File: config.mk
export PLATFORM = sky130hd
export DESIGN_NAME = rgb_breathing_led_controller_unit
export DESIGN_NICKNAME = d
export VERILOG_FILES = /design/src/design/rbl_pkg.sv /design/src/design/rbl_step_unit.sv /design/src/design/rbl_controller.sv /design/src/design/rbl_datapath.sv /design/src/design/rgb_breathing_led_controller_unit.sv
export VERILOG_INCLUDE_DIRS = /design/src /design/src/design
export SDC_FILE = /design/constraint.sdc
export NUM_CORES = 1
export LEC_CHECK = 0
export BUFFER_PORTS_ARGS = -buffer_cell sky130_fd_sc_hd__buf_2
export CAP_MARGIN = 20
export CELL_PAD_IN_SITES_DETAIL_PLACEMENT = 1
export CELL_PAD_IN_SITES_GLOBAL_PLACEMENT = 1
export CORE_MARGIN = 3
export CORE_UTILIZATION = 41
export DETAILED_ROUTE_END_ITERATION = 10
export PLACE_DENSITY_LB_ADDON = 0.1
export SYNTH_ARGS = -nofsm -noshare
export SYNTH_HDL_FRONTEND = slang
export SYNTH_SLANG_ARGS = --single-unit
export TNS_END_PERCENT = 100
File: constraint.sdc
create_clock -name clock -period 7.6 [get_ports clock]
set_input_delay 1.52 -clock clock [delete_from_list [all_inputs] [get_ports clock]]
set_output_delay 1.52 -clock clock [all_outputs]
set_load 0.05 [all_outputs]
File: src/design/rgb_breathing_led_controller_unit_defines.svh
// Assertion macros of the RGB breathing LED controller, used by its controller module.
`ifndef RGB_BREATHING_LED_CONTROLLER_UNIT_DEFINES_SVH
`define RGB_BREATHING_LED_CONTROLLER_UNIT_DEFINES_SVH

`ifndef SYNTHESIS
// Clocked assertion that is switched off while reset is high.
`define RBL_ASSERT(lbl, clk, rst, prop, msg) \
   lbl: assert property (@(posedge clk) disable iff (rst) prop) else $error(msg);
// Clocked assertion that also holds during reset.
`define RBL_ASSERT_ALWAYS(lbl, clk, prop, msg) \
   lbl: assert property (@(posedge clk) prop) else $error(msg);
`else
`define RBL_ASSERT(lbl, clk, rst, prop, msg)
`define RBL_ASSERT_ALWAYS(lbl, clk, prop, msg)
`endif

`endif

File: src/design/rbl_pkg.sv
// Shared types, codes and constants of the RGB breathing LED controller.
package rbl_pkg;

   // Channel geometry.
   localparam int NUM_CH      = 3;
   localparam int LEVEL_BITS  = 8;
   localparam int SUM_BITS    = LEVEL_BITS + 2;
   localparam int PERIOD_BITS = 16;
   localparam int CFG_BITS    = NUM_CH * LEVEL_BITS;
   localparam int PER_BITS    = NUM_CH * PERIOD_BITS;
   localparam int CSR_DATA_BITS = PER_BITS;

   localparam logic [PERIOD_BITS-1:0] CNT_MAX = '1;

   // Register reset values.
   localparam logic [LEVEL_BITS-1:0]  UPPER_RST_FIELD  = 8'd255;
   localparam logic [LEVEL_BITS-1:0]  LOWER_RST_FIELD  = 8'd0;
   localparam logic [LEVEL_BITS-1:0]  SPEED_RST_FIELD  = 8'd1;
   localparam logic [PERIOD_BITS-1:0] PERIOD_RST_FIELD = 16'd100;

   typedef logic [1:0] ch_idx_type;
   localparam ch_idx_type CH_FIRST = 2'd0;
   localparam ch_idx_type CH_LAST  = 2'(NUM_CH - 1);

   // Configuration register indexes.
   typedef logic [1:0] csr_idx_type;
   localparam csr_idx_type CSR_UPPER   = 2'd0;
   localparam csr_idx_type CSR_LOWER   = 2'd1;
   localparam csr_idx_type CSR_SPEED   = 2'd2;
   localparam csr_idx_type CSR_PERIODS = 2'd3;

   // Command codes of an input item.
   typedef enum logic [2:0] {
      ACT_TICK         = 3'd0,
      ACT_GET          = 3'd1,
      ACT_MANUAL_OFF   = 3'd2,
      ACT_START_AUTO   = 3'd3,
      ACT_SET_LEVELS   = 3'd4,
      ACT_POWER        = 3'd5,
      ACT_RESET_TIMERS = 3'd6,
      ACT_FADE         = 3'd7
   } action_type;

   // Channel direction.
   typedef enum logic [1:0] {
      DIR_ZERO = 2'd0,
      DIR_UP   = 2'd1,
      DIR_DOWN = 2'd2
   } dir_type;

   // Controller states.
   typedef enum logic [1:0] {
      S_IDLE = 2'd0,
      S_CHAN = 2'd1,
      S_DONE = 2'd2
   } state_type;

   // Commands from controller to datapath.
   typedef struct packed {
      logic       load;
      logic       step_en;
      ch_idx_type ch;
      logic       out_load;
   } ctrl_cmd_type;

   // Status from datapath to controller.
   typedef struct packed {
      logic auto_mode;
   } ctrl_status_type;

endpackage

File: src/design/rbl_step_unit.sv
// Shared channel step unit: turn-around at the bounds, step and clamp.
module rbl_step_unit
   import rbl_pkg::*;
(
   input  logic [LEVEL_BITS-1:0] level,
   input  dir_type               dir,
   input  logic [LEVEL_BITS-1:0] upper,
   input  logic [LEVEL_BITS-1:0] lower,
   input  logic [LEVEL_BITS-1:0] speed,
   input  logic                  fading,
   output logic [LEVEL_BITS-1:0] level_out,
   output dir_type               dir_out,
   output logic                  fade_end
);

   logic                  turn_up;
   logic                  turn_dn;
   logic [LEVEL_BITS-1:0] base;
   dir_type               dir_next;
   logic signed [SUM_BITS-1:0] base_s;
   logic signed [SUM_BITS-1:0] speed_s;
   logic signed [SUM_BITS-1:0] upper_s;
   logic signed [SUM_BITS-1:0] lower_s;
   logic signed [SUM_BITS-1:0] sum_s;
   logic signed [SUM_BITS-1:0] clip_hi_s;
   logic signed [SUM_BITS-1:0] clip_lo_s;

   // A channel turns around once it sits at or beyond the bound it heads for.
   assign turn_up  = (dir == DIR_UP) && (level >= upper);
   assign turn_dn  = !turn_up && (dir == DIR_DOWN) && (level <= lower);
   assign base     = turn_up ? upper : (turn_dn ? lower : level);
   assign fade_end = (turn_up || turn_dn) && fading;

   // Direction after a possible turn.
   always_comb begin
      unique case (dir)
         DIR_UP:   dir_next = turn_up ? DIR_DOWN : DIR_UP;
         DIR_DOWN: dir_next = turn_dn ? DIR_UP : DIR_DOWN;
         default:  dir_next = DIR_ZERO;
      endcase
   end

   assign dir_out = fade_end ? DIR_ZERO : dir_next;

   // Step in wide signed arithmetic, then clamp to upper first and lower second.
   assign base_s  = $signed({2'b00, base});
   assign speed_s = $signed({2'b00, speed});
   assign upper_s = $signed({2'b00, upper});
   assign lower_s = $signed({2'b00, lower});

   always_comb begin
      unique case (dir_next)
         DIR_UP:   sum_s = base_s + speed_s;
         DIR_DOWN: sum_s = base_s - speed_s;
         default:  sum_s = base_s;
      endcase
   end

   assign clip_hi_s = (sum_s > upper_s) ? upper_s : sum_s;
   assign clip_lo_s = (clip_hi_s < lower_s) ? lower_s : clip_hi_s;

   assign level_out = fade_end ? base : clip_lo_s[LEVEL_BITS-1:0];

endmodule

File: src/design/rbl_controller.sv
// Controller state machine: sequences commands, channel steps and result transfers.
`include "rgb_breathing_led_controller_unit_defines.svh"

module rbl_controller
   import rbl_pkg::*;
(
   input  logic            clock,
   input  logic            reset,
   input  logic            req_valid,
   output logic            req_ready,
   input  logic [2:0]      req_action,
   output logic            rsp_valid,
   input  logic            rsp_ready,
   input  ctrl_status_type status,
   output ctrl_cmd_type    cmd
);

   state_type  state_ff;
   state_type  state_in;
   ch_idx_type ch_ff;
   ch_idx_type ch_in;
   logic       rsp_valid_ff;
   logic       rsp_valid_in;
   logic       out_free;

   assign req_ready = (state_ff == S_IDLE);
   assign rsp_valid = rsp_valid_ff;
   assign out_free  = !rsp_valid_ff || rsp_ready;

   // State, channel index and output valid registers.
   always_ff @(posedge clock) begin
      if (reset) begin
         state_ff     <= S_IDLE;
         ch_ff        <= CH_FIRST;
         rsp_valid_ff <= 1'b0;
      end else begin
         state_ff     <= state_in;
         ch_ff        <= ch_in;
         rsp_valid_ff <= rsp_valid_in;
      end
   end

   // Next state and datapath commands.
   always_comb begin
      state_in     = state_ff;
      ch_in        = ch_ff;
      cmd.load     = 1'b0;
      cmd.step_en  = 1'b0;
      cmd.ch       = ch_ff;
      cmd.out_load = 1'b0;
      rsp_valid_in = rsp_valid_ff && !rsp_ready;

      unique case (state_ff)
         S_IDLE: begin
            if (req_valid) begin
               cmd.load = 1'b1;
               ch_in    = CH_FIRST;
               if (action_type'(req_action) == ACT_TICK) begin
                  state_in = S_CHAN;
               end else begin
                  state_in = S_DONE;
               end
            end
         end
         S_CHAN: begin
            // The mode is checked again before each channel.
            if (!status.auto_mode) begin
               state_in = S_DONE;
            end else begin
               cmd.step_en = 1'b1;
               if (ch_ff == CH_LAST) begin
                  state_in = S_DONE;
               end else begin
                  ch_in = ch_ff + 2'd1;
               end
            end
         end
         S_DONE: begin
            // The result enters the output register once it is free.
            if (out_free) begin
               cmd.out_load = 1'b1;
               rsp_valid_in = 1'b1;
               state_in     = S_IDLE;
            end
         end
         default: begin
            state_in = S_IDLE;
         end
      endcase
   end

   `RBL_ASSERT(a_tick_starts_red, clock, reset, (req_valid && req_ready && (action_type'(req_action) == ACT_TICK)) |=> (state_ff == S_CHAN && ch_ff == CH_FIRST), "tick transfer did not start at the red channel")
   `RBL_ASSERT(a_cmd_goes_done, clock, reset, (req_valid && req_ready && (action_type'(req_action) != ACT_TICK)) |=> (state_ff == S_DONE), "command transfer did not go to result state")
   `RBL_ASSERT(a_step_ch_range, clock, reset, cmd.step_en |-> (cmd.ch <= CH_LAST), "step issued for a channel that does not exist")
   `RBL_ASSERT(a_load_shows_valid, clock, reset, cmd.out_load |=> rsp_valid_ff, "loaded result is not offered")
   `RBL_ASSERT_ALWAYS(a_no_overwrite, clock, (cmd.out_load && !reset) |-> out_free, "result overwritten before its transfer")

endmodule

File: src/design/rbl_datapath.sv
// Datapath: configuration, channel state, shared step unit and output register.
module rbl_datapath
   import rbl_pkg::*;
(
   input  logic                     clock,
   input  logic                     reset,
   input  logic                     csr_wr_en,
   input  logic [1:0]               csr_index,
   input  logic [CSR_DATA_BITS-1:0] csr_wr_data,
   input  logic [2:0]               req_action,
   input  logic [LEVEL_BITS-1:0]    req_red_value,
   input  logic [LEVEL_BITS-1:0]    req_green_value,
   input  logic [LEVEL_BITS-1:0]    req_blue_value,
   input  logic                     req_flag,
   input  ctrl_cmd_type             cmd,
   output ctrl_status_type          status,
   output logic [LEVEL_BITS-1:0]    rsp_level_red,
   output logic [LEVEL_BITS-1:0]    rsp_level_green,
   output logic [LEVEL_BITS-1:0]    rsp_level_blue,
   output logic                     rsp_lamp_on,
   output logic                     rsp_auto_mode,
   output logic                     rsp_fading_active
);

   // Configuration registers.
   logic [NUM_CH-1:0][LEVEL_BITS-1:0]  upper_ff, upper_in;
   logic [NUM_CH-1:0][LEVEL_BITS-1:0]  lower_ff, lower_in;
   logic [NUM_CH-1:0][LEVEL_BITS-1:0]  speed_ff, speed_in;
   logic [NUM_CH-1:0][PERIOD_BITS-1:0] period_ff, period_in;

   // Channel and mode state.
   logic [NUM_CH-1:0][LEVEL_BITS-1:0]  level_ff, level_in;
   dir_type [NUM_CH-1:0]               dir_ff, dir_in;
   logic [NUM_CH-1:0][PERIOD_BITS-1:0] elapsed_ff, elapsed_in;
   logic mode_ff, mode_in;
   logic power_ff, power_in;
   logic fading_ff, fading_in;

   // Output register.
   logic [LEVEL_BITS-1:0] out_red_ff, out_green_ff, out_blue_ff;
   logic out_power_ff, out_auto_ff, out_fading_ff;

   action_type            act;
   logic                  restart;
   logic                  expired;
   logic [LEVEL_BITS-1:0] step_level;
   dir_type               step_dir;
   logic                  step_fade_end;

   assign act              = action_type'(req_action);
   assign status.auto_mode = mode_ff;
   assign expired          = elapsed_ff[cmd.ch] >= period_ff[cmd.ch];

   // One step unit, shared by the three channels in turn.
   rbl_step_unit u_step (
      .level     (level_ff[cmd.ch]),
      .dir       (dir_ff[cmd.ch]),
      .upper     (upper_ff[cmd.ch]),
      .lower     (lower_ff[cmd.ch]),
      .speed     (speed_ff[cmd.ch]),
      .fading    (fading_ff),
      .level_out (step_level),
      .dir_out   (step_dir),
      .fade_end  (step_fade_end)
   );

   // Next values of configuration and state.
   always_comb begin
      upper_in   = upper_ff;
      lower_in   = lower_ff;
      speed_in   = speed_ff;
      period_in  = period_ff;
      level_in   = level_ff;
      dir_in     = dir_ff;
      elapsed_in = elapsed_ff;
      mode_in    = mode_ff;
      power_in   = power_ff;
      fading_in  = fading_ff;
      restart    = 1'b0;

      // Configuration writes; a period write restarts the counters.
      if (csr_wr_en) begin
         unique case (csr_index)
            CSR_UPPER:   upper_in = csr_wr_data[CFG_BITS-1:0];
            CSR_LOWER:   lower_in = csr_wr_data[CFG_BITS-1:0];
            CSR_SPEED:   speed_in = csr_wr_data[CFG_BITS-1:0];
            CSR_PERIODS: begin
               period_in = csr_wr_data[PER_BITS-1:0];
               restart   = 1'b1;
            end
            default: ;
         endcase
      end

      // Command of a transferred item.
      if (cmd.load) begin
         unique case (act)
            ACT_TICK: begin
               for (int i = 0; i < NUM_CH; i++) begin
                  if (elapsed_ff[i] != CNT_MAX) begin
                     elapsed_in[i] = elapsed_ff[i] + 1'b1;
                  end
               end
            end
            ACT_GET: ;
            ACT_MANUAL_OFF: begin
               mode_in  = 1'b0;
               power_in = 1'b0;
            end
            ACT_START_AUTO: begin
               level_in = {req_blue_value, req_green_value, req_red_value};
               mode_in  = 1'b1;
               restart  = 1'b1;
            end
            ACT_SET_LEVELS: begin
               level_in = {req_blue_value, req_green_value, req_red_value};
            end
            ACT_POWER: begin
               power_in = req_flag;
            end
            ACT_RESET_TIMERS: begin
               restart = 1'b1;
            end
            ACT_FADE: begin
               for (int i = 0; i < NUM_CH; i++) begin
                  dir_in[i] = req_flag ? DIR_UP : DIR_DOWN;
               end
               fading_in = 1'b1;
               mode_in   = 1'b1;
               restart   = 1'b1;
            end
            default: ;
         endcase
      end

      // Step of one expired channel; reaching a bound while fading ends the fade.
      if (cmd.step_en && mode_ff && expired) begin
         level_in[cmd.ch]   = step_level;
         dir_in[cmd.ch]     = step_dir;
         elapsed_in[cmd.ch] = '0;
         if (step_fade_end) begin
            mode_in   = 1'b0;
            fading_in = 1'b0;
         end
      end

      if (restart) begin
         elapsed_in = '0;
      end
   end

   // Configuration and state registers.
   always_ff @(posedge clock) begin
      if (reset) begin
         for (int i = 0; i < NUM_CH; i++) begin
            upper_ff[i]   <= UPPER_RST_FIELD;
            lower_ff[i]   <= LOWER_RST_FIELD;
            speed_ff[i]   <= SPEED_RST_FIELD;
            period_ff[i]  <= PERIOD_RST_FIELD;
            level_ff[i]   <= '0;
            dir_ff[i]     <= DIR_UP;
            elapsed_ff[i] <= '0;
         end
         mode_ff   <= 1'b0;
         power_ff  <= 1'b0;
         fading_ff <= 1'b0;
      end else begin
         upper_ff   <= upper_in;
         lower_ff   <= lower_in;
         speed_ff   <= speed_in;
         period_ff  <= period_in;
         level_ff   <= level_in;
         dir_ff     <= dir_in;
         elapsed_ff <= elapsed_in;
         mode_ff    <= mode_in;
         power_ff   <= power_in;
         fading_ff  <= fading_in;
      end
   end

   // Output register, loaded with the state after the item.
   always_ff @(posedge clock) begin
      if (cmd.out_load) begin
         out_red_ff    <= level_ff[0];
         out_green_ff  <= level_ff[1];
         out_blue_ff   <= level_ff[2];
         out_power_ff  <= power_ff;
         out_auto_ff   <= mode_ff;
         out_fading_ff <= fading_ff;
      end
   end

   assign rsp_level_red     = out_red_ff;
   assign rsp_level_green   = out_green_ff;
   assign rsp_level_blue    = out_blue_ff;
   assign rsp_lamp_on       = out_power_ff;
   assign rsp_auto_mode     = out_auto_ff;
   assign rsp_fading_active = out_fading_ff;

endmodule

File: src/design/rgb_breathing_led_controller_unit.sv
// Top level of the RGB breathing LED controller: controller plus datapath.
//
//   Channel  Direction  Handshake           Payload
//   req      in         req_valid/ready     action, red/green/blue value, flag
//   rsp      out        rsp_valid/ready     three levels, power, auto, fading
//   csr      in         csr_wr_en           csr_index, csr_wr_data
//
// A tick passes through the transfer, a step of each channel in turn in the
// shared step unit (red, green, blue), and the output register load; it ends
// early once the mode is manual. Every other command goes from the transfer straight to the output register load.
// Reset is synchronous and restores all registers but the output register to their reset values.
// A new item is taken while a result waits; it then holds in its last cycle
// until the output register is free.
module rgb_breathing_led_controller_unit
   import rbl_pkg::*;
(
   input  logic                     clock,
   input  logic                     reset,
   input  logic                     csr_wr_en,
   input  logic [1:0]               csr_index,
   input  logic [CSR_DATA_BITS-1:0] csr_wr_data,
   input  logic                     req_valid,
   output logic                     req_ready,
   input  logic [2:0]               req_action,
   input  logic [LEVEL_BITS-1:0]    req_red_value,
   input  logic [LEVEL_BITS-1:0]    req_green_value,
   input  logic [LEVEL_BITS-1:0]    req_blue_value,
   input  logic                     req_flag,
   output logic                     rsp_valid,
   input  logic                     rsp_ready,
   output logic [LEVEL_BITS-1:0]    rsp_level_red,
   output logic [LEVEL_BITS-1:0]    rsp_level_green,
   output logic [LEVEL_BITS-1:0]    rsp_level_blue,
   output logic                     rsp_lamp_on,
   output logic                     rsp_auto_mode,
   output logic                     rsp_fading_active
);

   ctrl_cmd_type    cmd;
   ctrl_status_type status;

   // Sequencing of transfers and channel steps.
   rbl_controller u_ctrl (
      .clock      (clock),
      .reset      (reset),
      .req_valid  (req_valid),
      .req_ready  (req_ready),
      .req_action (req_action),
      .rsp_valid  (rsp_valid),
      .rsp_ready  (rsp_ready),
      .status     (status),
      .cmd        (cmd)
   );

   // State, configuration and arithmetic.
   rbl_datapath u_dp (
      .clock             (clock),
      .reset             (reset),
      .csr_wr_en         (csr_wr_en),
      .csr_index         (csr_index),
      .csr_wr_data       (csr_wr_data),
      .req_action        (req_action),
      .req_red_value     (req_red_value),
      .req_green_value   (req_green_value),
      .req_blue_value    (req_blue_value),
      .req_flag          (req_flag),
      .cmd               (cmd),
      .status            (status),
      .rsp_level_red     (rsp_level_red),
      .rsp_level_green   (rsp_level_green),
      .rsp_level_blue    (rsp_level_blue),
      .rsp_lamp_on       (rsp_lamp_on),
      .rsp_auto_mode     (rsp_auto_mode),
      .rsp_fading_active (rsp_fading_active)
   );

endmodule

**After elaboration in Yosys (flattened, before gate mapping)**

Cells that the tools add are included.

- Bitwise logic cells: 2
- Equality and inequality tests: 24
- Muxes and demuxes: 76
- Reduce and logical (&&, ||, !) cells: 29
- $add $sub $neg: 6
- $lt $le $gt $ge: 7

Operator list:

| kind | count |
|---|---|
| $mux W48 | 3 |
| $mux W16 | 6 |
| $mux W24 | 3 |
| $mux W8 | 9 |
| $bmux W16 S2 | 2 |
| $bmux W8 S2 | 4 |
| $add A16 B1 Y16 const B | 3 |
| $and A48 B48 Y48 | 1 |
| $ne A16 B16 Y1 const B | 3 |
| $not A48 Y48 | 1 |
| $demux W16 S2 | 1 |
| $mux W2 | 14 |
| $bwmux W24 | 1 |
| $pmux W10 S2 | 1 |
| $mux W1 | 19 |
| $mux W6 | 3 |
| $demux W8 S2 | 1 |
| $ge A16 B16 Y1 | 1 |
| $eq A2 B2 Y1 const B | 6 |
| $eq A3 B3 Y1 const B | 4 |
| $gt A10 B9 Y1 | 1 |
| $lt A10 B9 Y1 | 1 |
| $mux W10 | 1 |
| $reduce_and A2 Y1 | 5 |
| other kinds (28) | 50 |

- Input bits: 83
- Bits in registers: 233
- Output and inout port bits: 29

**Depth between registers and ports, before layout**

Gate-level depths: netlist of the first run.

- Word-level depth: 18
- Mapped depth: 41

**Cells and area by module**

Synthesis of the first run repeated with hierarchy kept, for this count alone.

- Cells, all modules: 1626
- Area, all modules: 13540.5 µm²

Modules (own cells, without submodules):

| module | area an instance (µm²) | cells an instance | instances | sequential area each (µm²) |
|---|---|---|---|---|
| rbl_datapath | 10831.6 | 1258 | 1 | 4834.6 |
| rbl_step_unit | 2432.3 | 337 | 1 | 0.0 |
| rbl_controller | 276.5 | 31 | 1 | 100.1 |

**Worst setup path before layout of the first run**

No wires, ideal clock.

- Path kind: reg-to-reg
- Start point: reg u_ctrl.ch_ff[0]
- End point: reg u_dp.level_ff[9] (netlist bit)
- Stages on the path, launching flop included: 36
- Path buffers: 4
- Path slack: -672 ps
- Data required time: 7526 ps
- Arrival time: 8198 ps
- Cell sequence: dfxtp_1 buf_2 clkbuf_1 buf_1 mux2i_1 nor2_1 a21oi_1 inv_1 ha_1 and2_2 a31o_2 clkbuf_1 o21ai_0 inv_1 ha_1 o21bai_1 a21oi_1 xnor2_1 a221oi_1 a31oi_1 ha_1 a21o_1 a211o_1 a221o_1 a211o_1 nand2_4 mux2_2 ha_1 a21o_1 a21o_1 a21oi_1 o21ai_0 nor3_1 a31oi_4 mux2_4 o21ai_0

- Cells in the longest elaborated chain, start to end: 18
- Elaborated cells on any way between the ends: 48
- Classes of those cells: add/sub: 2; order compare: 7; eq/ne: 4; mux: 27; reduce/logical: 8

RTL lines:

| item | line | RTL |
|---|---|---|
| start, declared | rbl_controller.sv:20 | `ch_idx_type ch_ff;` |
| start signal, assigned | rbl_controller.sv:38 | `ch_ff <= ch_in;` |
| $bmux W8 S2, or another cell as far along | rbl_datapath.sv:56 | `.level (level_ff[cmd.ch]),` |
| $mux W8 (not written as such), or another cell as far along | rbl_datapath.sv:56 |  |
| $ge A8 B8 Y1 / $eq A2 B1 Y1 (equally long branches) | rbl_step_unit.sv:29, rbl_step_unit.sv:36 |  |
| $logic_and A1 B1 Y1 | rbl_step_unit.sv:29 | `assign turn_up = (dir == DIR_UP) && (level >= upper);` |
| $logic_not A1 Y1 | rbl_step_unit.sv:30 | `assign turn_dn = !turn_up && (dir == DIR_DOWN) && (level <= lower);` |
| $logic_and A1 B1 Y1 (2 in series) | rbl_step_unit.sv:30 |  |
| $mux W8 / $mux W2 (equally long branches) | rbl_step_unit.sv:31, rbl_step_unit.sv:38 |  |
| $mux W8 / $pmux W2 S2 (equally long branches) | rbl_step_unit.sv:31, rbl_step_unit.sv:36 |  |
| $sub A8 B8 Y9, or another cell as far along | rbl_step_unit.sv:54 | `DIR_DOWN: sum_s = base_s - speed_s;` |
| $pmux W10 S2 | rbl_step_unit.sv:52 | `unique case (dir_next)` |
| $gt A10 B9 Y1 | rbl_step_unit.sv:59 | `assign clip_hi_s = (sum_s > upper_s) ? upper_s : sum_s;` |
| $mux W10 | rbl_step_unit.sv:59 |  |
| $lt A10 B9 Y1 | rbl_step_unit.sv:60 | `assign clip_lo_s = (clip_hi_s < lower_s) ? lower_s : clip_hi_s;` |
| $mux W8 | rbl_step_unit.sv:60 |  |
| $mux W8 | rbl_step_unit.sv:62 | `assign level_out = fade_end ? base : clip_lo_s[LEVEL_BITS-1:0];` |
| $bwmux W24 | rbl_datapath.sv:138 | `level_in[cmd.ch] = step_level;` |
| $mux W24 (*) | rbl_datapath.sv:137 | `if (cmd.step_en && mode_ff && expired) begin` |
| end signal, assigned | rbl_datapath.sv:172 | `level_ff <= level_in;` |
| end, declared | rbl_datapath.sv:32 | `logic [NUM_CH-1:0][LEVEL_BITS-1:0] level_ff, level_in;` |

Mark *: on every way between the ends. The rest lies on a longest branch, timed or not. The select of a mux whose other input is x is not followed.
A chain may end at the register's enable or synchronous reset.

**Worst setup path in the final report of the first run**

- Start point: reg u_ctrl.ch_ff[0]
- End point: reg u_dp.level_ff[3] (netlist bit)

Same word-level chain as after synthesis.

==> summary.txt, run 1 <==
Synth
  – YS warnings: 0
  – Top-count cell post-synth: nand2_1
  – Compound-gate portion of the synthesized area: 16.3%
  – Mapped Avg Cell Area: 8.19 µm²
  – Syn nets: between 1500 and 2000
  – Post-synthesis adder-cell area fraction: 7.48%
  – Main flop type after synthesis: dfxtp_1
  – #FFs+latches synth: 233
  – Commonest cells post-synth: nand2_1 (286), dfxtp_1 (206), nor2_1 (162)
  – Top cells by area, synth: dfxtp_1 (32%), mux2i_1 (9.9%), nand2_1 (8.2%), ha_1 (7.2%), edfxtp_1 (6.2%)
  – Synth Area in XOR/XNOR: just under 3%
  – Main combinational cell family by area after synthesis: simple AND/OR/NAND/NOR gates
  – Multiplexer share of the synthesized area: 10.4%
  – Netlist cell types: 71
  – Leading area contributor after synthesis: dfxtp_1
  – Yosys top cell area share: 31.5%
  – Async S/R FF share, synth: 0%
  – Synthesized area: between 10000 and 15000 µm²
  – Sequential-to-total area share from yosys stat: about 38%
  – Post-synth EDFFs: 27
  – Fraction of the mapped netlist area in simple logic gates: between 20% and 30%
  – Post-Syn Instances: about 1600

Global routing
  – GR Util met1: between 30% and 40%
  – Met3 Track Usage GR: under 10%
  – Vias in the first global route: 12700
  – Grt ovf: 0
  – Aggregate global-route resource usage: roughly a quarter
  – Met2 Usage GRT: between 40% and 50%
  – Antenna violations before repair: 0
  – Largest net degree at the start of global routing: 77
  – First-pass GRT wire length: 69300 µm
  – Most used routing layer: met2

Timing
  – Period utilisation layout: 104%
  – Fin crit period: 7880 ps
  – Max Slew Vio Count: 0
  – Max_slew headroom: roughly two fifths
  – Worst setup margin: -277 ps
  – Fin. Hold Viols: 0
  – RSZ-0062 raised after global routing: yes
  – Max Clock Skew: approximately 12 ps
  – Final setup fails: 24
  – Measured slew at the worst slew-check pin: 868 ps
  – Achievable Freq: roughly 0.13 GHz
  – WHS: around 430 ps

Clocking
  – Clk_lat worst skew: approximately 540 ps
  – CTS sink count: 233
  – CTS tree: done
  – Reg clk slew, reported paths: ~60 ps
  – Longest Clk Path Bufs: 3
  – Root Buffer: clkbuf_16
  – Total CTS buffers: 27
  – Hold buffer count at CTS: 0
  – CTS H-tree lvls: 1

Layout
  – Layout cells sized above 1: 27.8%
  – # nets final: 2014
  – Ant diodes: 0
  – Area growth from synthesis to layout: 31.8%

Route
  – Post-DR wirelength/cell: about 20 µm
  – WL final: between 40000 and 50000 µm
  – Vias post-DR: 12500
  – Pre-antenna DRT Iters: 5
  – First-iteration detailed-routing DRC count: 666
  – Remaining DRCs: 0
  – Post-DR vias/cell: between 5 and 6
  – ANT nets after route: 0

Critical path
  – Crit Path Class: flop to flop
  – R2r worst-path depth: 40
  – WP data arrival: about 8300 ps
  – Critical Path Start Type: flop
  – Crit path capture type: flop
  – R2R Setup Slk: -280 ps
  – Crit-path max FO: 6
  – Data required, critical path: about 8000 ps
  – Slowest stage delay, CP: 410 ps
  – Worst path slowest cell: fa_2

Pwr
  – VDD IR max: 147 µV
  – Lkg Pwr: just over 7 nW
  – Pwr dens: around 190 nW/µm²
  – Total power draw: 0.00331 W

Floorplanning
  – Chip Height: 185 µm
  – Initial Utilization: a little over two fifths
  – Die area: between 30000 and 40000 µm²
  – # IOs: 112
  – Width of the die: roughly 180 µm
  – Placement row count: 64
  – Core area: ~31000 µm²

Run status
  – Status: complete, but fails checks
  – Failing checks: setup timing

Min path
  – Hold Path Class: flop to flop
  – Hold-critical path depth: 0

Place
  – Final HPWL DP: between 30000 and 40000 µm
  – GP Congestion: 0.917
  – IO buf count: 111

Job
  – MaxCap Viol Count: 0
## critical path: cells and delay by family (launching register included)
kind | cells | cell delay, ps
adder cells (fa/ha/maj) | 4 | 1280
multiplexers | 4 | 1070
flip-flops | 1 | 360
buffers and inverters | 9 | 1230
XOR/XNOR | 1 | 170
AND/OR/NAND/NOR | 4 | 560
AO/OA/AOI/OAI | 18 | 3030
## worst paths after layout
kind,from,end
max reg2reg,u_ctrl.ch_ff[0],u_dp.level_ff[3]
max,u_ctrl.ch_ff[0],u_dp.level_ff[3]
min reg2reg,u_dp.power_ff,u_dp.rsp_lamp_on
min,u_dp.power_ff,u_dp.rsp_lamp_on
## cell usage in the layout, fill, tap and decap left out, types with 14 or more instances in the layout
cell | netlist | final
clkbuf_16 | 0 | 28
a21oi_1 | 161 | 145
edfxtp_1 | 27 | 27
buf_6 | 2 | 14
nand3_1 | 28 | 23
xnor2_1 | 27 | 24
inv_1 | 56 | 47
o21ai_0 | 57 | 37
dfxtp_1 | 206 | 204
nor2b_1 | 33 | 28
ha_1 | 75 | 54
nand2_1 | 286 | 279
a211o_1 | 26 | 26
nor3_1 | 18 | 15
o21ai_1 | 18 | 21
mux2i_1 | 129 | 121
nor2_1 | 162 | 158
buf_4 | 1 | 186
nand4_1 | 16 | 16
buf_2 | 2 | 110
xor2_1 | 17 | 15
o21ai_2 | 0 | 15
ha_4 | 0 | 15
a21oi_2 | 0 | 14
## kinds of logic (layout without fill, tap and decap cells)
| logic type | after synthesis | after routing |
|---|---|---|
| muxes | 135 | 135 |
| buffers and inverters | 146 | 422 |
| adders and majority gates | 77 | 77 |
| AOI/OAI and AO/OA | 353 | 353 |
| and+or+nand+nor | 610 | 610 |
| DFF | 233 | 233 |
| xor gates and xnor gates | 44 | 44 |
## per-layer routing
metal	wire (µm)	part of all wire, %
met5	0	0
met4	1060	2.3
met3	1430	3.1
met2	21500	47
met1	21900	48
## area by class of cell
type / count / area (µm²)
Clock buffer: 44 / 851
Fill cell: 3646 / 13700
Inverter: 56 / 213
Tap cell: 396 / 495
Sequential cell: 233 / 4940
Clock inverter: 5 / 56.3
Multi-Input combinational cell: 1219 / 8420
Timing Repair Buffer: 317 / 2270
## through the flow
| step | area (µm²) | setup TNS, ps | std cells | util (%) | worst slack (ps) |
|---|---|---|---|---|---|
| after CTS | 16500 | 0 | 2253 | 53.4 | 3.58 |
| after floorplan | 13100 | 0 | 1598 | - | 3.18 |
| after global placement | 15100 | -10340 | 2174 | 48.6 | -487 |
| final | 17200 | -5380 | 2270 | 55.7 | -277 |
| after detailed placement | 15100 | -12610 | 2174 | 48.6 | -562 |
| after global routing | 17200 | -11800 | 2270 | 55.7 | -547 |
## flip-flops by register name, summed over array words and instances, names as in the netlist
name / flops
u_ctrl.rsp_valid: 1
u_dp.rsp_fading_active: 1
u_dp.rsp_level_green: 8
u_dp.period_ff: 48
u_dp.elapsed_ff: 48
u_ctrl.state_ff: 2
u_dp.rsp_lamp_on: 1
u_dp.status: 1
u_dp.dir_ff: 6
u_dp.rsp_auto_mode: 1
u_dp.upper_ff: 24
u_dp.fading_ff: 1
u_dp.level_ff: 24
u_dp.rsp_level_red: 8
u_dp.lower_ff: 24
u_ctrl.ch_ff: 2
u_dp.speed_ff: 24
u_dp.rsp_level_blue: 8
u_dp.power_ff: 1
## timing repair
action | CTS | global route
pin swaps | 36 | 56
gates cloned | 2 | 0
resized for setup | 81 | 114
buffers inserted | 28 | 17
setup endpoints to repair | 24 | 24
## power by group
part           internal (W)  switching (W)
logic              0.000315       0.000367
clock network      0.000794       0.000522
registers           0.00129      0.0000244
(Power assumes the default switching activity.)
==> run 2, diff against run 1 <==
--- a/config.mk
+++ b/config.mk
@@ -13,7 +13,7 @@
 export CORE_MARGIN = 3
 export CORE_UTILIZATION = 41
 export DETAILED_ROUTE_END_ITERATION = 10
-export PLACE_DENSITY_LB_ADDON = 0.1
+export PLACE_DENSITY = 0.74
 export SYNTH_ARGS = -nofsm -noshare
 export SYNTH_HDL_FRONTEND = slang
 export SYNTH_SLANG_ARGS = --single-unit
==> run 2 against run 1 <==
The run still ends with setup timing left. Wire length decreased by 3.3%. Flip-flop and latch count unchanged. Clock power about the same. Combinational power decreased by 10%. Final cell count decreased by 0.70%. Via count decreased by 0.27%. Fmax increased by 0.98%. Die area unchanged. Worst setup slack improved by 77 ps. Worst hold slack improved by 6.8 ps. Global-route usage about the same.
==> summary.txt, run 2 (synthesized netlist as in run 1, its figures left out) <==
Critical path
  – Worst reg2reg path endpoint: u_dp.level_ff[9]
  – Crit Path Class: flop to flop
  – WP data arrival: 8250 ps (-30 ps)
  – Worst path slowest cell: o311a_1
  – Critical Path Start Type: flop
  – Slowest stage delay, CP: 400 ps (about the same)
  – R2r worst-path depth: 39 (-2.5%)
  – Crit-path max FO: 8 (+2)
  – R2R Setup Slk: -200 ps (+80 ps)
  – Crit path capture type: flop
  – Data required, critical path: 8050 ps (+50 ps)
  – Worst R2R Start: u_ctrl.ch_ff[0]

Layout
  – Most frequent cells in the layout: nand2_1 (281), dfxtp_1 (204), buf_4 (182)
  – Layout cells sized above 1: 25.6% (-2.2 points)
  – Most common cell after layout, fill and taps aside: nand2_1
  – Fill cell count: 3676 (+0.82%)
  – Area growth from synthesis to layout: 29.0%
  – # nets final: 2000 (-0.70%)
  – Ant diodes: 0 (unchanged)
  – Largest regs: u_dp.elapsed_ff (48), u_dp.period_ff (48)
  – Cell Count, Final, Fillers Out: 2254 (-0.70%)

Global routing
  – Vias in the first global route: 12600 (-0.94%)
  – Largest net degree at the start of global routing: 85 (+10%)
  – Aggregate global-route resource usage: 25.3% (about the same)
  – Antenna violations before repair: 0 (unchanged)
  – Grt ovf: 0 (unchanged)
  – First-pass GRT wire length: 69200 µm (-0.14%)

Timing
  – WHS: 441 ps (+6.83 ps)
  – Fin. Hold Viols: 0 (unchanged)
  – Period utilisation layout: 103% (-1.0 points)
  – Max Clock Skew: 15.6 ps (+4.09 ps)
  – Max_slew headroom: 37.7% (-3.8 points)
  – Final setup fails: 24 (unchanged)
  – Worst setup margin: -200 ps (+76.6 ps)
  – RSZ-0062 raised after global routing: yes
  – Achievable Freq: 0.128 GHz (+0.98%)
  – Fin crit period: 7800 ps (-76.6 ps)
  – Max Slew Vio Count: 0 (unchanged)
  – Setup_tns: -3460 ps (+1920 ps)
  – Measured slew at the worst slew-check pin: 934 ps (+66.2 ps)

Min path
  – Worst Hold Endpoint: u_dp.rsp_lamp_on
  – Hold-critical path depth: 0 (unchanged)
  – Hold path startpoint: u_dp.power_ff
  – Hold Path Class: flop to flop

Run status
  – Status: complete, but fails checks
  – Failing checks: setup timing

Pwr
  – Lkg Pwr: 7.04 nW (-1.8%)
  – VDD IR max: 162 µV (+11%)
  – Sequential power share: 40.0% (+0.4 points)
  – Psw: 0.000876 W (-4.0%)
  – Comb power frac: 18.6% (-2.0 points)
  – Int Pwr: 0.00240 W (about the same)
  – Net switching fraction of the power: 26.8% (-0.83 points)
  – Total power draw: 0.00327 W (-1.1%)
  – Pwr dens: 194 nW/µm² (+1.1%)
  – Clock power frac: 41.3% (+1.5 points)

Route
  – Post-DR vias/cell: 5.51 (+0.43%)
  – WL final: 44400 µm (-3.3%)
  – Vias post-DR: 12400 (-0.27%)
  – Post-DR wirelength/cell: 19.7 µm (-2.6%)
  – First-iteration detailed-routing DRC count: 736 (+11%)
  – Remaining DRCs: 0 (unchanged)
  – Pre-antenna DRT Iters: 5 (unchanged)
  – ANT nets after route: 0 (unchanged)

Job
  – MaxCap Viol Count: 0 (unchanged)

Floorplanning
  – Initial Utilization: 42.2% (unchanged)
  – Chip Height: 185 µm (unchanged)
  – Die area: 34100 µm² (unchanged)
  – Width of the die: 185 µm (unchanged)
  – # IOs: 112 (unchanged)
  – Core area: 31000 µm² (unchanged)
  – Placement row count: 64 (unchanged)

Place
  – Placed Cells: 2182 (+0.37%)
  – IO buf count: 111 (unchanged)
  – GP Congestion: 0.928 (+1.2%)
  – Final HPWL DP: 32300 µm (+0.84%)

Clocking
  – Reg clk slew, reported paths: 60 ps (about the same)
  – Total CTS buffers: 26 (-3.7%)
  – CTS tree: done
  – CTS H-tree lvls: 1 (unchanged)
  – Root Buffer: clkbuf_16
  – Clk_lat worst skew: 530 ps (about the same)
  – CTS sink count: 233 (unchanged)
  – Longest Clk Path Bufs: 3 (unchanged)
  – Hold buffer count at CTS: 0 (unchanged)
-- run 2: cell count changes in the layout (fill, tap and decap cells not counted), moves of 3 or more --
cell	before	now
buf_6	14	4
clkbuf_8	9	2
o21ai_0	37	44
o21ai_2	15	9
buf_4	186	182
bufinv_16	1	5
ha_1	54	58
clkinv_1	0	3
ha_4	15	12
mux2i_1	121	118
-- run 2: final cells by class --
class	count	area (µm²)	area share (%)
clock inverters	10	171	1.02
clock buffers	36	729	4.32
well taps	396	495	2.94
inverters	56	210	1.25
repair buffers	304	2120	12.6
multi-input cells	1219	8210	48.6
flip-flops and latches	233	4940	29.3
-- run 2: worst max-delay path: cells and delay by family (launching register included) --
family	cells	cell delay, ps
flops	1	370
fa+ha+maj	4	1010
mux	2	500
simple gates	6	890
buf+inv	8	1050
compound gates	19	3920
-- run 2: timing repair --
item	in CTS	in global routing
pin swaps	30	43
setup buffers	10	14
resized for setup	82	55
setup endpoints to repair	24	24
gates cloned	1	0
-- run 2: per-stage QoR --
step | util, % | worst slack (ps) | cell area [µm²]
6_report | 54.5 | -200 | 16900
5_1_grt | 54.5 | -550 | 16900
4_1_cts | 53.2 | 0.857 | 16500
3_5_place_dp | 48.8 | -678 | 15100
3_3_place_gp | 48.8 | -605 | 15100
2_1_floorplan | - | 3.18 | 13100
-- run 2: layer usage --
metal	up-vias	routed length, µm	global-route usage [%]
met3	58	1540	2.21
met5	-	0	0
met2	246	20900	42.7
met1	6082	21200	35.8
li1	6036	-	-
met4	0	712	4.62
-- run 2: power groups by stage --
| stage | clock network, W | registers, W | logic [W] |
|---|---|---|---|
| detailed placement | 0 | 0.00134 | 0.000531 |
| finish | 0.00135 | 0.00131 | 0.000610 |
| global route | 0.00143 | 0.00131 | 0.000660 |
| floorplan | 0 | 0.00135 | 0.000289 |
| global placement | 0 | 0.00133 | 0.000519 |
| CTS | 0.00137 | 0.00131 | 0.000569 |
-- run 2: worst max-delay path by stage --
stage	slack (ps)	end	cells past startpoint	start
final	-200	u_dp.level_ff[9]	39	u_ctrl.ch_ff[0]
after global routing	-550	u_dp.level_ff[22]	42	u_ctrl.ch_ff[0]
after CTS	0.9	u_dp.level_ff[9]	41	u_ctrl.ch_ff[0]
after detailed placement	-680	u_dp.level_ff[9]	41	u_ctrl.ch_ff[0]
after global placement	-610	u_dp.level_ff[4]	41	u_ctrl.ch_ff[0]
after floorplan	3	u_dp.level_ff[9]	40	u_ctrl.ch_ff[0]
==> run 3, diff against run 2 <==
--- a/config.mk
+++ b/config.mk
@@ -10,6 +10,7 @@
 export CAP_MARGIN = 20
 export CELL_PAD_IN_SITES_DETAIL_PLACEMENT = 1
 export CELL_PAD_IN_SITES_GLOBAL_PLACEMENT = 1
+export CORE_ASPECT_RATIO = 0.7
 export CORE_MARGIN = 3
 export CORE_UTILIZATION = 41
 export DETAILED_ROUTE_END_ITERATION = 10
==> run 3 against run 2 <==
The flow still finishes with violations (setup timing). Critical path depth is 3 higher. Via count is 3.3% higher. Wire length increased by 10%. Global-route usage up 2.5 points. Sequential share of layout area is 0.62 points lower. Largest power group is now sequential cells.
==> summary.txt, run 3 (synthesized netlist as in run 1, its figures left out) <==
Place
  – IO buf count: 111 (unchanged)
  – GP Congestion: 0.941 (+1.4%)
  – Placed Cells: 2208 (+1.2%)
  – Final HPWL DP: 34800 µm (+7.7%)

Route
  – Post-DR vias/cell: 5.56 (+0.94%)
  – Remaining DRCs: 0 (unchanged)
  – WL final: 49000 µm (+10%)
  – Pre-antenna DRT Iters: 5 (unchanged)
  – Vias post-DR: 12800 (+3.3%)
  – ANT nets after route: 0 (unchanged)
  – First-iteration detailed-routing DRC count: 773 (+5.0%)
  – Post-DR wirelength/cell: 21.2 µm (+7.8%)

Floorplanning
  – Die area: 34100 µm² (+0.10%)
  – Chip Height: 155 µm (-16%)
  – Placement row count: 54 (-16%)
  – Width of the die: 220 µm (+19%)
  – Core area: 31300 µm² (+0.94%)
  – Initial Utilization: 41.8% (-0.40 points)
  – # IOs: 112 (unchanged)

Global routing
  – Grt ovf: 0 (unchanged)
  – Aggregate global-route resource usage: 27.8% (+2.5 points)
  – Largest net degree at the start of global routing: 115 (+35%)
  – Vias in the first global route: 12900 (+2.2%)
  – Antenna violations before repair: 1 (+1)
  – First-pass GRT wire length: 74300 µm (+7.4%)

Clocking
  – Reg clk slew, reported paths: 60 ps (about the same)
  – CTS H-tree lvls: 1 (unchanged)
  – Clk_lat worst skew: 550 ps (+20 ps)
  – CTS sink count: 233 (unchanged)
  – Total CTS buffers: 24 (-7.7%)
  – Longest Clk Path Bufs: 3 (unchanged)
  – Root Buffer: clkbuf_16
  – CTS tree: done

Layout
  – Largest regs: u_dp.elapsed_ff (48), u_dp.period_ff (48)
  – Cell Count, Final, Fillers Out: 2307 (+2.4%)
  – # nets final: 2028 (+1.4%)
  – Most common cell after layout, fill and taps aside: nand2_1
  – Layout cells sized above 1: 28.1% (+2.5 points)
  – Reg area: 4940 µm² (unchanged)
  – Area occupied by multi-input gates: 8350 µm² (+1.7%)
  – Fill cell count: 3719 (+1.2%)
  – Most frequent cells in the layout: nand2_1 (283), dfxtp_1 (204), buf_4 (201)
  – Area growth from synthesis to layout: 31.8%

Timing
  – Max Slew Vio Count: 0 (unchanged)
  – Fin. Hold Viols: 0 (unchanged)
  – Max Clock Skew: 10.2 ps (-5.47 ps)
  – Worst setup margin: -351 ps (-151 ps)
  – WHS: 450 ps (+8.17 ps)
  – Final setup fails: 24 (unchanged)
  – Achievable Freq: 0.126 GHz (-1.9%)
  – RSZ-0062 raised after global routing: yes
  – Period utilisation layout: 105% (+2.0 points)
  – Fin crit period: 7950 ps (+151 ps)
  – Max_slew headroom: 31.2% (-6.6 points)
  – Measured slew at the worst slew-check pin: 1030 ps (+96.2 ps)

Pwr
  – Int Pwr: 0.00228 W (-4.7%)
  – Total power draw: 0.00320 W (-2.1%)
  – Psw: 0.000918 W (+4.8%)
  – Lkg Pwr: 7.17 nW (+1.9%)
  – Comb power frac: 21.1% (+2.5 points)
  – Sequential power share: 40.9% (+0.9 points)
  – Net switching fraction of the power: 28.7% (+1.9 points)
  – VDD IR max: 141 µV (-13%)
  – Clock power frac: 37.9% (-3.4 points)
  – Pwr dens: 186 nW/µm² (-4.2%)

Critical path
  – Slowest stage delay, CP: 390 ps (about the same)
  – Data required, critical path: 8000 ps (-50 ps)
  – Crit path top cell by count: buf_4
  – Crit path capture type: flop
  – Critical Path Start Type: flop
  – Crit-path max FO: 6 (-2)
  – WP data arrival: 8350 ps (+100 ps)
  – Worst path slowest cell: dfxtp_4
  – Crit Path Class: flop to flop

Run status
  – Status: complete, but fails checks
  – Failing checks: setup timing

Min path
  – Hold Path Class: flop to flop

Job
  – MaxCap Viol Count: 0 (unchanged)
## run 3: cell count changes in the layout (fill, tap and decap cells not counted), sizes merged
cell      delta
buf         +30
clkbuf       -1
bufinv       -3
diode        +1
clkinvlp     +2
## run 3: repair_timing
action | in CTS | in global routing
buffers inserted | 33 | 19
setup endpoints to repair | 24 | 24
gates resized for setup | 136 | 54
pin swaps | 64 | 50
gates cloned | 2 | 0
hold buffers | 0 | 0
## run 3: per-stage QoR
| step | cell area, µm² | util (%) | TNS, ps | setup slack (ps) |
|---|---|---|---|---|
| after floorplan | 13100 | - | 0 | 3.18 |
| after global placement | 15200 | 48.5 | -12850 | -566 |
| after detailed placement | 15200 | 48.5 | -20590 | -922 |
| after CTS | 16800 | 53.8 | -65.4 | -36.4 |
| after global routing | 17200 | 55.1 | -13210 | -596 |
| final | 17200 | 55.1 | -7170 | -351 |
## run 3: power groups by stage
stage | sequential, W | clock (W) | combinational (W)
detailed placement | 0.00134 | 0 | 0.000525
finish | 0.00131 | 0.00121 | 0.000677
floorplan | 0.00135 | 0 | 0.000289
global placement | 0.00133 | 0 | 0.000510
global route | 0.00131 | 0.00128 | 0.000725
CTS | 0.00131 | 0.00124 | 0.000606
## run 3: worst paths after layout
kind | endpoint | depth (start not counted) | slack [ps] | start
max | u_dp.level_ff[5] | 42 | -350 | u_ctrl.ch_ff[0]
min | u_dp.rsp_lamp_on | 0 | 450 | u_dp.power_ff
max reg2reg | u_dp.level_ff[5] | 42 | -350 | u_ctrl.ch_ff[0]
min reg2reg | u_dp.rsp_lamp_on | 0 | 450 | u_dp.power_ff
## run 3: layer usage
layer / wire (µm) / up-vias / track usage (%)
li1: - / 6092 / -
met1: 23500 / 6316 / 41.7
met2: 21500 / 363 / 42.6
met3: 3060 / 62 / 3.71
met4: 924 / 0 / 5.61
met5: 0 / - / 0
## run 3: area by class of cell
type / instances / share of cell area [%]
clock buffers: 35 / 3.95
multi-input cells: 1219 / 48.4
repair buffers: 334 / 14.1
diodes: 1 / 0.0145
flip-flops and latches: 233 / 28.6
well taps: 420 / 3.05
clock inverters: 9 / 0.638
inverters: 56 / 1.23
## run 3: critical path, delay by kind of cell, from the launching register on
kind	cells	cell delay, ps
AO/OA/AOI/OAI	17	2850
XOR/XNOR	1	130
adder cells (fa/ha/maj)	4	1140
buffers and inverters	10	1430
flip-flops	1	390
multiplexers	3	870
AND/OR/NAND/NOR	7	960
